$ cat src/mkem_pkg.sv
// Package for the masked key energy merger: widths, types, constants.
// No dependencies.
`timescale 1ns / 1ps
package mkem_pkg;
  localparam int TableDepth = 64;
  localparam int IdxW = $clog2(TableDepth);
  localparam int CntW = $clog2(TableDepth + 1);
  localparam int SumW = 40;
  localparam int DropW = 16;
  localparam logic [SumW-1:0] SumMax = {SumW{1'b1}};
  localparam logic [DropW-1:0] DropMax = {DropW{1'b1}};
  localparam int QDepth = 2;

  localparam logic KindHit = 1'b0;
  localparam logic KindEnd = 1'b1;

  typedef struct packed {
    logic        kind;
    logic [63:0] cell_id;
    logic [31:0] energy;
  } cmd_t;
endpackage

$ cat src/mkem_front.sv
// Front end: input handshake and a short command queue.
// Depends on mkem_pkg.
`timescale 1ns / 1ps
module mkem_front (
  input  logic              clk,
  input  logic              rst,
  input  logic              in_valid,
  output logic              in_ready,
  input  mkem_pkg::cmd_t    in_cmd,
  output logic              q_valid,
  input  logic              q_pop,
  output mkem_pkg::cmd_t    q_cmd
);
  import mkem_pkg::*;
  localparam int PW = $clog2(QDepth);
  cmd_t mem [QDepth];
  logic [PW-1:0] wptr, rptr;
  logic [PW:0] count;
  logic push;

  assign in_ready = (count != PW'(0) + (PW+1)'(QDepth));
  assign push = in_valid && in_ready;
  assign q_valid = (count != '0);
  assign q_cmd = mem[rptr];

  always_ff @(posedge clk) begin
    if (push) begin
      mem[wptr] <= in_cmd;
    end
    if (rst) begin
      wptr <= '0;
      rptr <= '0;
      count <= '0;
    end else begin
      if (push) wptr <= wptr + 1'b1;
      if (q_pop) rptr <= rptr + 1'b1;
      count <= count + (PW+1)'(push) - (PW+1)'(q_pop);
    end
  end
endmodule

$ cat config.mk
export PLATFORM = sky130hd
export DESIGN_NAME = mkem_front
export DESIGN_NICKNAME = d
export VERILOG_FILES = /design/src/mkem_pkg.sv /design/src/mkem_front.sv
export SDC_FILE = /design/constraint.sdc
export NUM_CORES = 1
export LEC_CHECK = 0
export BUFFER_PORTS_ARGS = -buffer_cell sky130_fd_sc_hd__buf_2
export CAP_MARGIN = 25
export CORE_MARGIN = 5
export CORE_UTILIZATION = 58
export CTS_BUF_LIST = sky130_fd_sc_hd__clkbuf_4 sky130_fd_sc_hd__clkbuf_8
export CTS_CLUSTER_DIAMETER = 200
export CTS_CLUSTER_SIZE = 40
export DETAILED_ROUTE_END_ITERATION = 12
export GPL_TIMING_DRIVEN = 1
export PLACE_DENSITY_LB_ADDON = 0.3
export SKIP_LAST_GASP = 1
export SYNTH_ARGS = -nofsm -noshare
export SYNTH_HDL_FRONTEND = slang
export SYNTH_SLANG_ARGS = --single-unit
$ cat constraint.sdc
create_clock -name clk -period 5.3 [get_ports clk]
set_clock_uncertainty 0.05 [all_clocks]
set_input_delay 0.795 -clock clk [delete_from_list [all_inputs] [get_ports clk]]
set_output_delay 0.795 -clock clk [all_outputs]
set_load 0.01 [all_outputs]
# == After elaboration in Yosys (flattened, before gate mapping) ==
# Memories as Yosys holds them, arrays and structs flattened. A register that Yosys moved wholly into a read port is not among the register bits.
# Index checks and enable logic that the tools add are counted.
# op_classes
add_sub_neg,4
eq_ne,1
n_mux,4
reduce_logical,2
# ops
operator,count
$mux W1,4
$add A1 B1 Y1 const B,2
$add A2 B1 Y2,1
$ne A2 B2 Y1 const B,1
$reduce_bool A2 Y1,1
$sub A2 B1 Y2,1
$logic_and A1 B1 Y1,1
# totals
reg_bits,4
ram_bits,194
out_inout_bits,99
memories,1
# mem_list
name,words,word_bits,read_ports,rd_ports_with_merged_regs,wr,line_no,source
mem,2,97,1,1,1,mkem_front.sv:16,cmd_t mem [QDepth];

# == Longest topological paths before layout ==
# Gate-level depths: netlist of the first run.
# depth
word_depth,4
mapped_depth,7
ltp_nobuf,7

# == Worst setup path before layout of the first run ==
# Ideal clock, no wire load.
# synth_timing
kind,in2reg
startpoint,input port in_valid
endpoint,"memory mem[0][0] in the netlist's numbering, enable pin"
setup_time_ps,451
arrival_time_ps,2775
t_required_ps,4799
path_slack_ps,2024
stages,2
path_buffers,0
cell_sequence,nand3b_1 -> inv_1
# synth_between
elab_chain_cells,3
# synth_rtl
item,line_no,source
"start, declared",mkem_front.sv:7,"input logic in_valid,"
$logic_and A1 B1 Y1,mkem_front.sv:22,assign push = in_valid && in_ready;
$mux W1,mkem_front.sv:27,if (push) begin
$mux W1 (implied by the code),mkem_front.sv:28,mem[wptr] <= in_cmd;
"end, declared",mkem_front.sv:16,
# No other way between the ends.

==> out/metrics.cfg, run 1 <==
[yosys]
yosys_warnings=0
yosys.cell_types.count=23
synth_seq_cells=199
synth.net_count=432
syn_area_sq_mm=0.00726
syn_inst=330
synth_area_per_cell_sq_um=22.0
yosysSeqAreaShare=0.817

[pwr]
swShare=0.222
ir_drop_mv=0.248
combPwrFrac=0.122
p_leak_nw=3.33
switchingPower_uw=782
seqPwrFrac=0.549
p_per_area_mw_per_mm2=394
clkPwrFrac=0.329
intPower_mw=2.73

[clock_tree]
path_clk_slew_ns=0.10
cts.sinks=199
clock_tree.root_cell=clkbuf_8
clk_latency_ns=0.45
numCtsBuffers=17
cts.htree.levels=4
postCtsResizedCells=0
cts_setup_buffers=0
hold_buffers=0
cts_tree=yes
clk_path_buf_depth=2

[final_layout]
fillers=754
nets=642
layout_commonest_cell=buf_2
drive_above_1_share=0.552
final_util=0.734
diodes=0
multi_input_area_sq_mm=0.00124
layout_common_cells=199 x buf_2, 194 x edfxtp_1, 67 x mux2_2
seq_area_sq_mm=0.00593
area_growth_pct=22.9

[drt]
vias_per_cell=5.21
drtIter0Drc=271
wl_microns=13200
firstDrtPassIters=4
wire_per_inst_microns=18.3
ant_nets=0
num_vias=3760
drc_errors=0

[critical_path]
crit_type=flip-flop to primary output
path_cells=buf_4 > mux2_2 > buf_2
r2r_slack_ns=2.92
setup.worst_path.end_class=primary output
cpPeakStageDelay_ns=0.90
crit_path_start_kind=flip-flop
critPathRequiredTime_ns=4.45
critPathMaxFanout=61
critPathArrivalTime_ns=2.48
cp_slowest_cell=dfxtp_4

[die]
rows=40
pin_count=200
initial_utilization=0.597
core_area_sq_mm=0.0122
die_x_microns=122
die_area_sq_mm=0.0148
die_y_microns=122

[timing]
fmax_ghz=0.301
tightest_slew_ns=0.869
rsz0062_at_grt=false
finalMaxSlewViolations=0
finalHoldViolCount=0
period_share=0.628
relSlewSlack=0.421
setup_violations=0
finalCriticalPeriod_ns=3.33
timing.setup.tns_ns=0

[run]
cap_viol_max_count=0

[placement]
hpwl_microns=8850
gp_congestion=0.755
io_buffer_count=199

[global_route]
overflow=0
grtUsageTotal=0.185
grt_max_degree=63
grt_pass1_wl_microns=20500
grt_pass1_vias=4063
antenna_found_initial=1

[run_status]
status=finished clean

[min_path]
min-delay-path-class=input port to flip-flop

## layer usage
layer	GRT usage	wire length, microns
met1	0.217	4970
met2	0.311	6740
met3	0.0706	1330
met4	0.0714	150
met5	0	7
## layout make-up
| cell class | instances | area share |
|---|---|---|
| sequential | 199 | 0.665 |
| multi-input combinational | 117 | 0.139 |
| timing repair buffer | 202 | 0.114 |
| clock inverter | 15 | 0.0306 |
| clock buffer | 17 | 0.0262 |
| tap | 168 | 0.0236 |
| inverter | 3 | 0.00154 |
## cells by family after synthesis
logic type	synth area share
flops	0.817
xor+xnor	0.00241
fa+ha+maj	0.00172
buf+inv	0.0126
simple gates	0.0119
mux	0.151
compound gates	0.00431
## sequential cells by signal (all words and copies together) (netlist names), named ones only
register	cells
wptr	1
count	2
mem	194
rptr	1
## final timing paths
kind	from	endpoint	cells after the start
max	flip-flop	q_cmd[90]	3
min	in_cmd[16]	mem[1][16]	1
max reg2reg	count[0]	mem[1][23]	3
min reg2reg	rptr	rptr	2
## synthesized netlist by cell type
library cell | n | area, sq um
dfxtp_1 | 5 | 100
a21bo_2 | 1 | 10.0
a2111oi_0 | 1 | 8.76
nor2b_1 | 1 | 6.26
a21boi_1 | 1 | 7.51
buf_6 | 4 | 45.0
nand2_1 | 1 | 3.75
nand3b_1 | 1 | 7.51
a21oi_1 | 1 | 5.00
or4_1 | 1 | 7.51
mux2_2 | 67 | 754
nand4b_1 | 2 | 17.5
edfxtp_1 | 194 | 5830
inv_1 | 3 | 11.3
nand2b_1 | 2 | 12.5
xnor2_1 | 2 | 17.5
or2_2 | 1 | 6.26
ha_1 | 1 | 12.5
nor2_1 | 2 | 7.51
or4b_1 | 1 | 10.0
buf_2 | 7 | 35.0
mux2_1 | 30 | 338
and3_2 | 1 | 7.51
## stage by stage
stage	power [mW]	area, sq um	hold slack, ns	std cells	worst slack (ns)
after CTS	3.55	8920	0.429	721	1.89
final	3.52	8920	0.466	721	1.97
after global placement	2.39	8420	0.447	689	2.40
after detailed placement	2.40	8420	0.457	689	2.40
after floorplan	2.21	7260	0.430	330	2.02
after global routing	3.67	8920	0.431	721	1.80
## worst max-delay path: cells and delay by family, from the launching register on
kind / cells / cell delay, ns
muxes: 1 / 0.41
buffers and inverters: 2 / 0.68
DFF: 1 / 0.90
## power groups by stage
| stage | combinational [mW] | sequential (mW) | clock, mW |
|---|---|---|---|
| finish | 0.430 | 1.93 | 1.16 |
| global route | 0.468 | 1.94 | 1.26 |
| CTS | 0.438 | 1.93 | 1.18 |
| detailed placement | 0.434 | 1.97 | 0 |
| global placement | 0.427 | 1.96 | 0 |
| floorplan | 0.262 | 1.94 | 0 |
Note: power is estimated with default switching activity, not from simulation.
==> inputs of run 2 (changes only) <==
--- a/config.mk
+++ b/config.mk
@@ -8,7 +8,7 @@
 export BUFFER_PORTS_ARGS = -buffer_cell sky130_fd_sc_hd__buf_2
 export CAP_MARGIN = 25
 export CORE_MARGIN = 5
-export CORE_UTILIZATION = 58
+export CORE_UTILIZATION = 49
 export CTS_BUF_LIST = sky130_fd_sc_hd__clkbuf_4 sky130_fd_sc_hd__clkbuf_8
 export CTS_CLUSTER_DIAMETER = 200
 export CTS_CLUSTER_SIZE = 40
==> constraint.sdc (replaced) <==
create_clock -name clk -period 2.9 [get_ports clk]
set_clock_uncertainty 0.05 [all_clocks]
set_input_delay 0.435 -clock clk [delete_from_list [all_inputs] [get_ports clk]]
set_output_delay 0.435 -clock clk [all_outputs]
set_load 0.01 [all_outputs]
==> run 2 against run 1 <==
Sequential cell count did not move. Wire length rose by 4.3%. Hold slack got worse by 0.35 ns. Via count fell by 0.64%. Critical path depth did not move. Cell area fell by 0.69%. First-iteration DRC count fell by 33%. Non-clock buffer count rose by 3. Count of clock-buffer cells in the layout did not move. Utilization fell by 12 points. Cell count rose by 2.6%. Critical endpoint is now q_cmd[68].
==> out/metrics.cfg, run 2 (synthesis results as in run 1) <==
[timing]
relSlewSlack=0.495  ; +0.0739
setup_ws_ns=0.409  ; -1.56 ns
timing.setup.tns_ns=0  ; unchanged
finalCriticalPeriod_ns=2.49
setup_violations=0  ; unchanged
worst_hold_slack_ns=0.113  ; -0.353 ns
finalMaxSlewViolations=0  ; unchanged
fmax_ghz=0.401
finalHoldViolCount=0  ; unchanged
period_share=0.859
rsz0062_at_grt=false
tightest_slew_ns=0.758  ; -0.111 ns

[final_layout]
area_growth_pct=22.1
drive_above_1_share=0.552  ; +0.000621
largest_register=mem
nets=645  ; +0.47%
postLayoutCellArea_sq_mm=0.00886  ; -0.69%
reg_top3=mem: 194 flops, count: 2 flops
largest_register_ff_count=194  ; unchanged
diodes=0  ; unchanged
layout_common_cells=199 x buf_2, 194 x edfxtp_1, 67 x mux2_2
layout_commonest_cell=buf_2

[global_route]
grtUsageTotal=0.158  ; -0.0270
grt_max_degree=57  ; -9.5%
top_usage_layer=met2
grt_pass1_vias=4044  ; -0.47%
globalRouteMet1Util=0.197  ; -0.0195
use_met2=0.251  ; -0.0603
grt_use_met3=0.0669  ; -0.00367
overflow=0  ; unchanged
antenna_found_initial=3  ; +2
grt_pass1_wl_microns=21400  ; +4.5%

[drt]
wire_per_inst_microns=18.6  ; +1.6%
firstDrtPassIters=4  ; unchanged
drtIter0Drc=181  ; -33%
ant_nets=0  ; unchanged
vias_per_cell=5.05  ; -3.2%
wl_microns=13800  ; +4.3%
drc_errors=0  ; unchanged
num_vias=3736  ; -0.64%

[critical_path]
cp.buffers_inverters=2  ; unchanged
critPathMaxFanout=30  ; -51%
crit_path_start_kind=flip-flop
critPathArrivalTime_ns=2.01  ; -0.47 ns
r2r_start=count[0]
path_cells=buf_4 > mux2_1 > buf_2
cp_slowest_cell=dfxtp_4
cpPeakStageDelay_ns=0.63  ; -0.27 ns
critPathRequiredTime_ns=2.41  ; -2.04 ns
crit_type=flip-flop to primary output
r2r_slack_ns=0.97  ; -1.95 ns
r2r_cells=4  ; +1
cp.depth=3  ; unchanged
setup.worst_path.end_class=primary output
r2r-end=mem[0][57]
cp-endpoint=q_cmd[68]
cp_top_family=flip-flops

[die]
die_y_microns=132  ; +8.1%
rows=44  ; +10%
initial_utilization=0.499  ; -0.0974
die_area_sq_mm=0.0173  ; +17%
die_x_microns=132  ; +8.1%
pin_count=200  ; unchanged
core_area_sq_mm=0.0145  ; +20%

[pwr]
power_mw=6.00  ; +70%
ir_drop_mv=0.426  ; +71%
p_per_area_mw_per_mm2=677  ; +72%
p_leak_nw=3.29  ; -1.1%

[clock_tree]
clock_tree.root_cell=clkbuf_8
cts.sinks=199  ; unchanged
cts.htree.levels=4  ; unchanged
hold_buffers=0  ; unchanged
numCtsBuffers=17  ; unchanged
postCtsResizedCells=0  ; unchanged
clk_latency_ns=0.45  ; about the same
cts_setup_buffers=0  ; unchanged
path_clk_slew_ns=0.10  ; about the same
cts_tree=yes
clk_path_buf_depth=2  ; unchanged

[placement]
io_buffer_count=199  ; unchanged
hpwl_microns=9350  ; +5.6%
dpl-instance-area_sq_mm=0.00848  ; +0.82%
gp_congestion=0.722  ; -4.4%
pre_cts_ws_ns=0.886  ; -1.51 ns

[run_status]
status=finished clean

[min_path]
min-delay-path-class=input port to flip-flop

[run]
cap_viol_max_count=0  ; unchanged

## run 2: worst min path at each step
stage | start | to | depth (start not counted)
2_1_floorplan | rptr | flip-flop | 2
3_3_place_gp | rptr | flip-flop | 2
3_5_place_dp | rptr | rptr | 2
4_1_cts | in_cmd[75] | mem[1][75] | 1
5_1_grt | in_cmd[35] | mem[1][35] | 1
6_report | in_cmd[75] | mem[1][75] | 1
## run 2: final cells by class
cell class | instances | area (sq um)
clock buffer | 17 | 234
clock inverter | 15 | 143
fill | 1070 | 5670
inverter | 3 | 15.0
multi-input combinational | 117 | 1240
sequential | 199 | 5930
tap | 184 | 230
timing repair buffer | 205 | 1070
## run 2: per-layer routing
metal  wire length (microns)  vias to the layer above  share of wire
li1                        -                     1731              -
met1                    5750                     1831           0.42
met2                    6630                      146           0.48
met3                    1160                       22          0.084
met4                     191                        6          0.014
met5                      34                        -         0.0025
## run 2: report_power, final
| part | total, mW | internal [mW] | leakage [nW] | switching [mW] |
|---|---|---|---|---|
| clock network | 1.67 | 0.700 | 0.190 | 0.969 |
| logic | 0.820 | 0.365 | 1.25 | 0.455 |
| registers | 3.51 | 3.44 | 1.85 | 0.0688 |
## run 2: metrics by stage
stage	std cells	utilization
global placement	708	0.584
CTS	740	0.610
global route	740	0.610
detailed placement	708	0.584
finish	740	0.610
floorplan	330	-
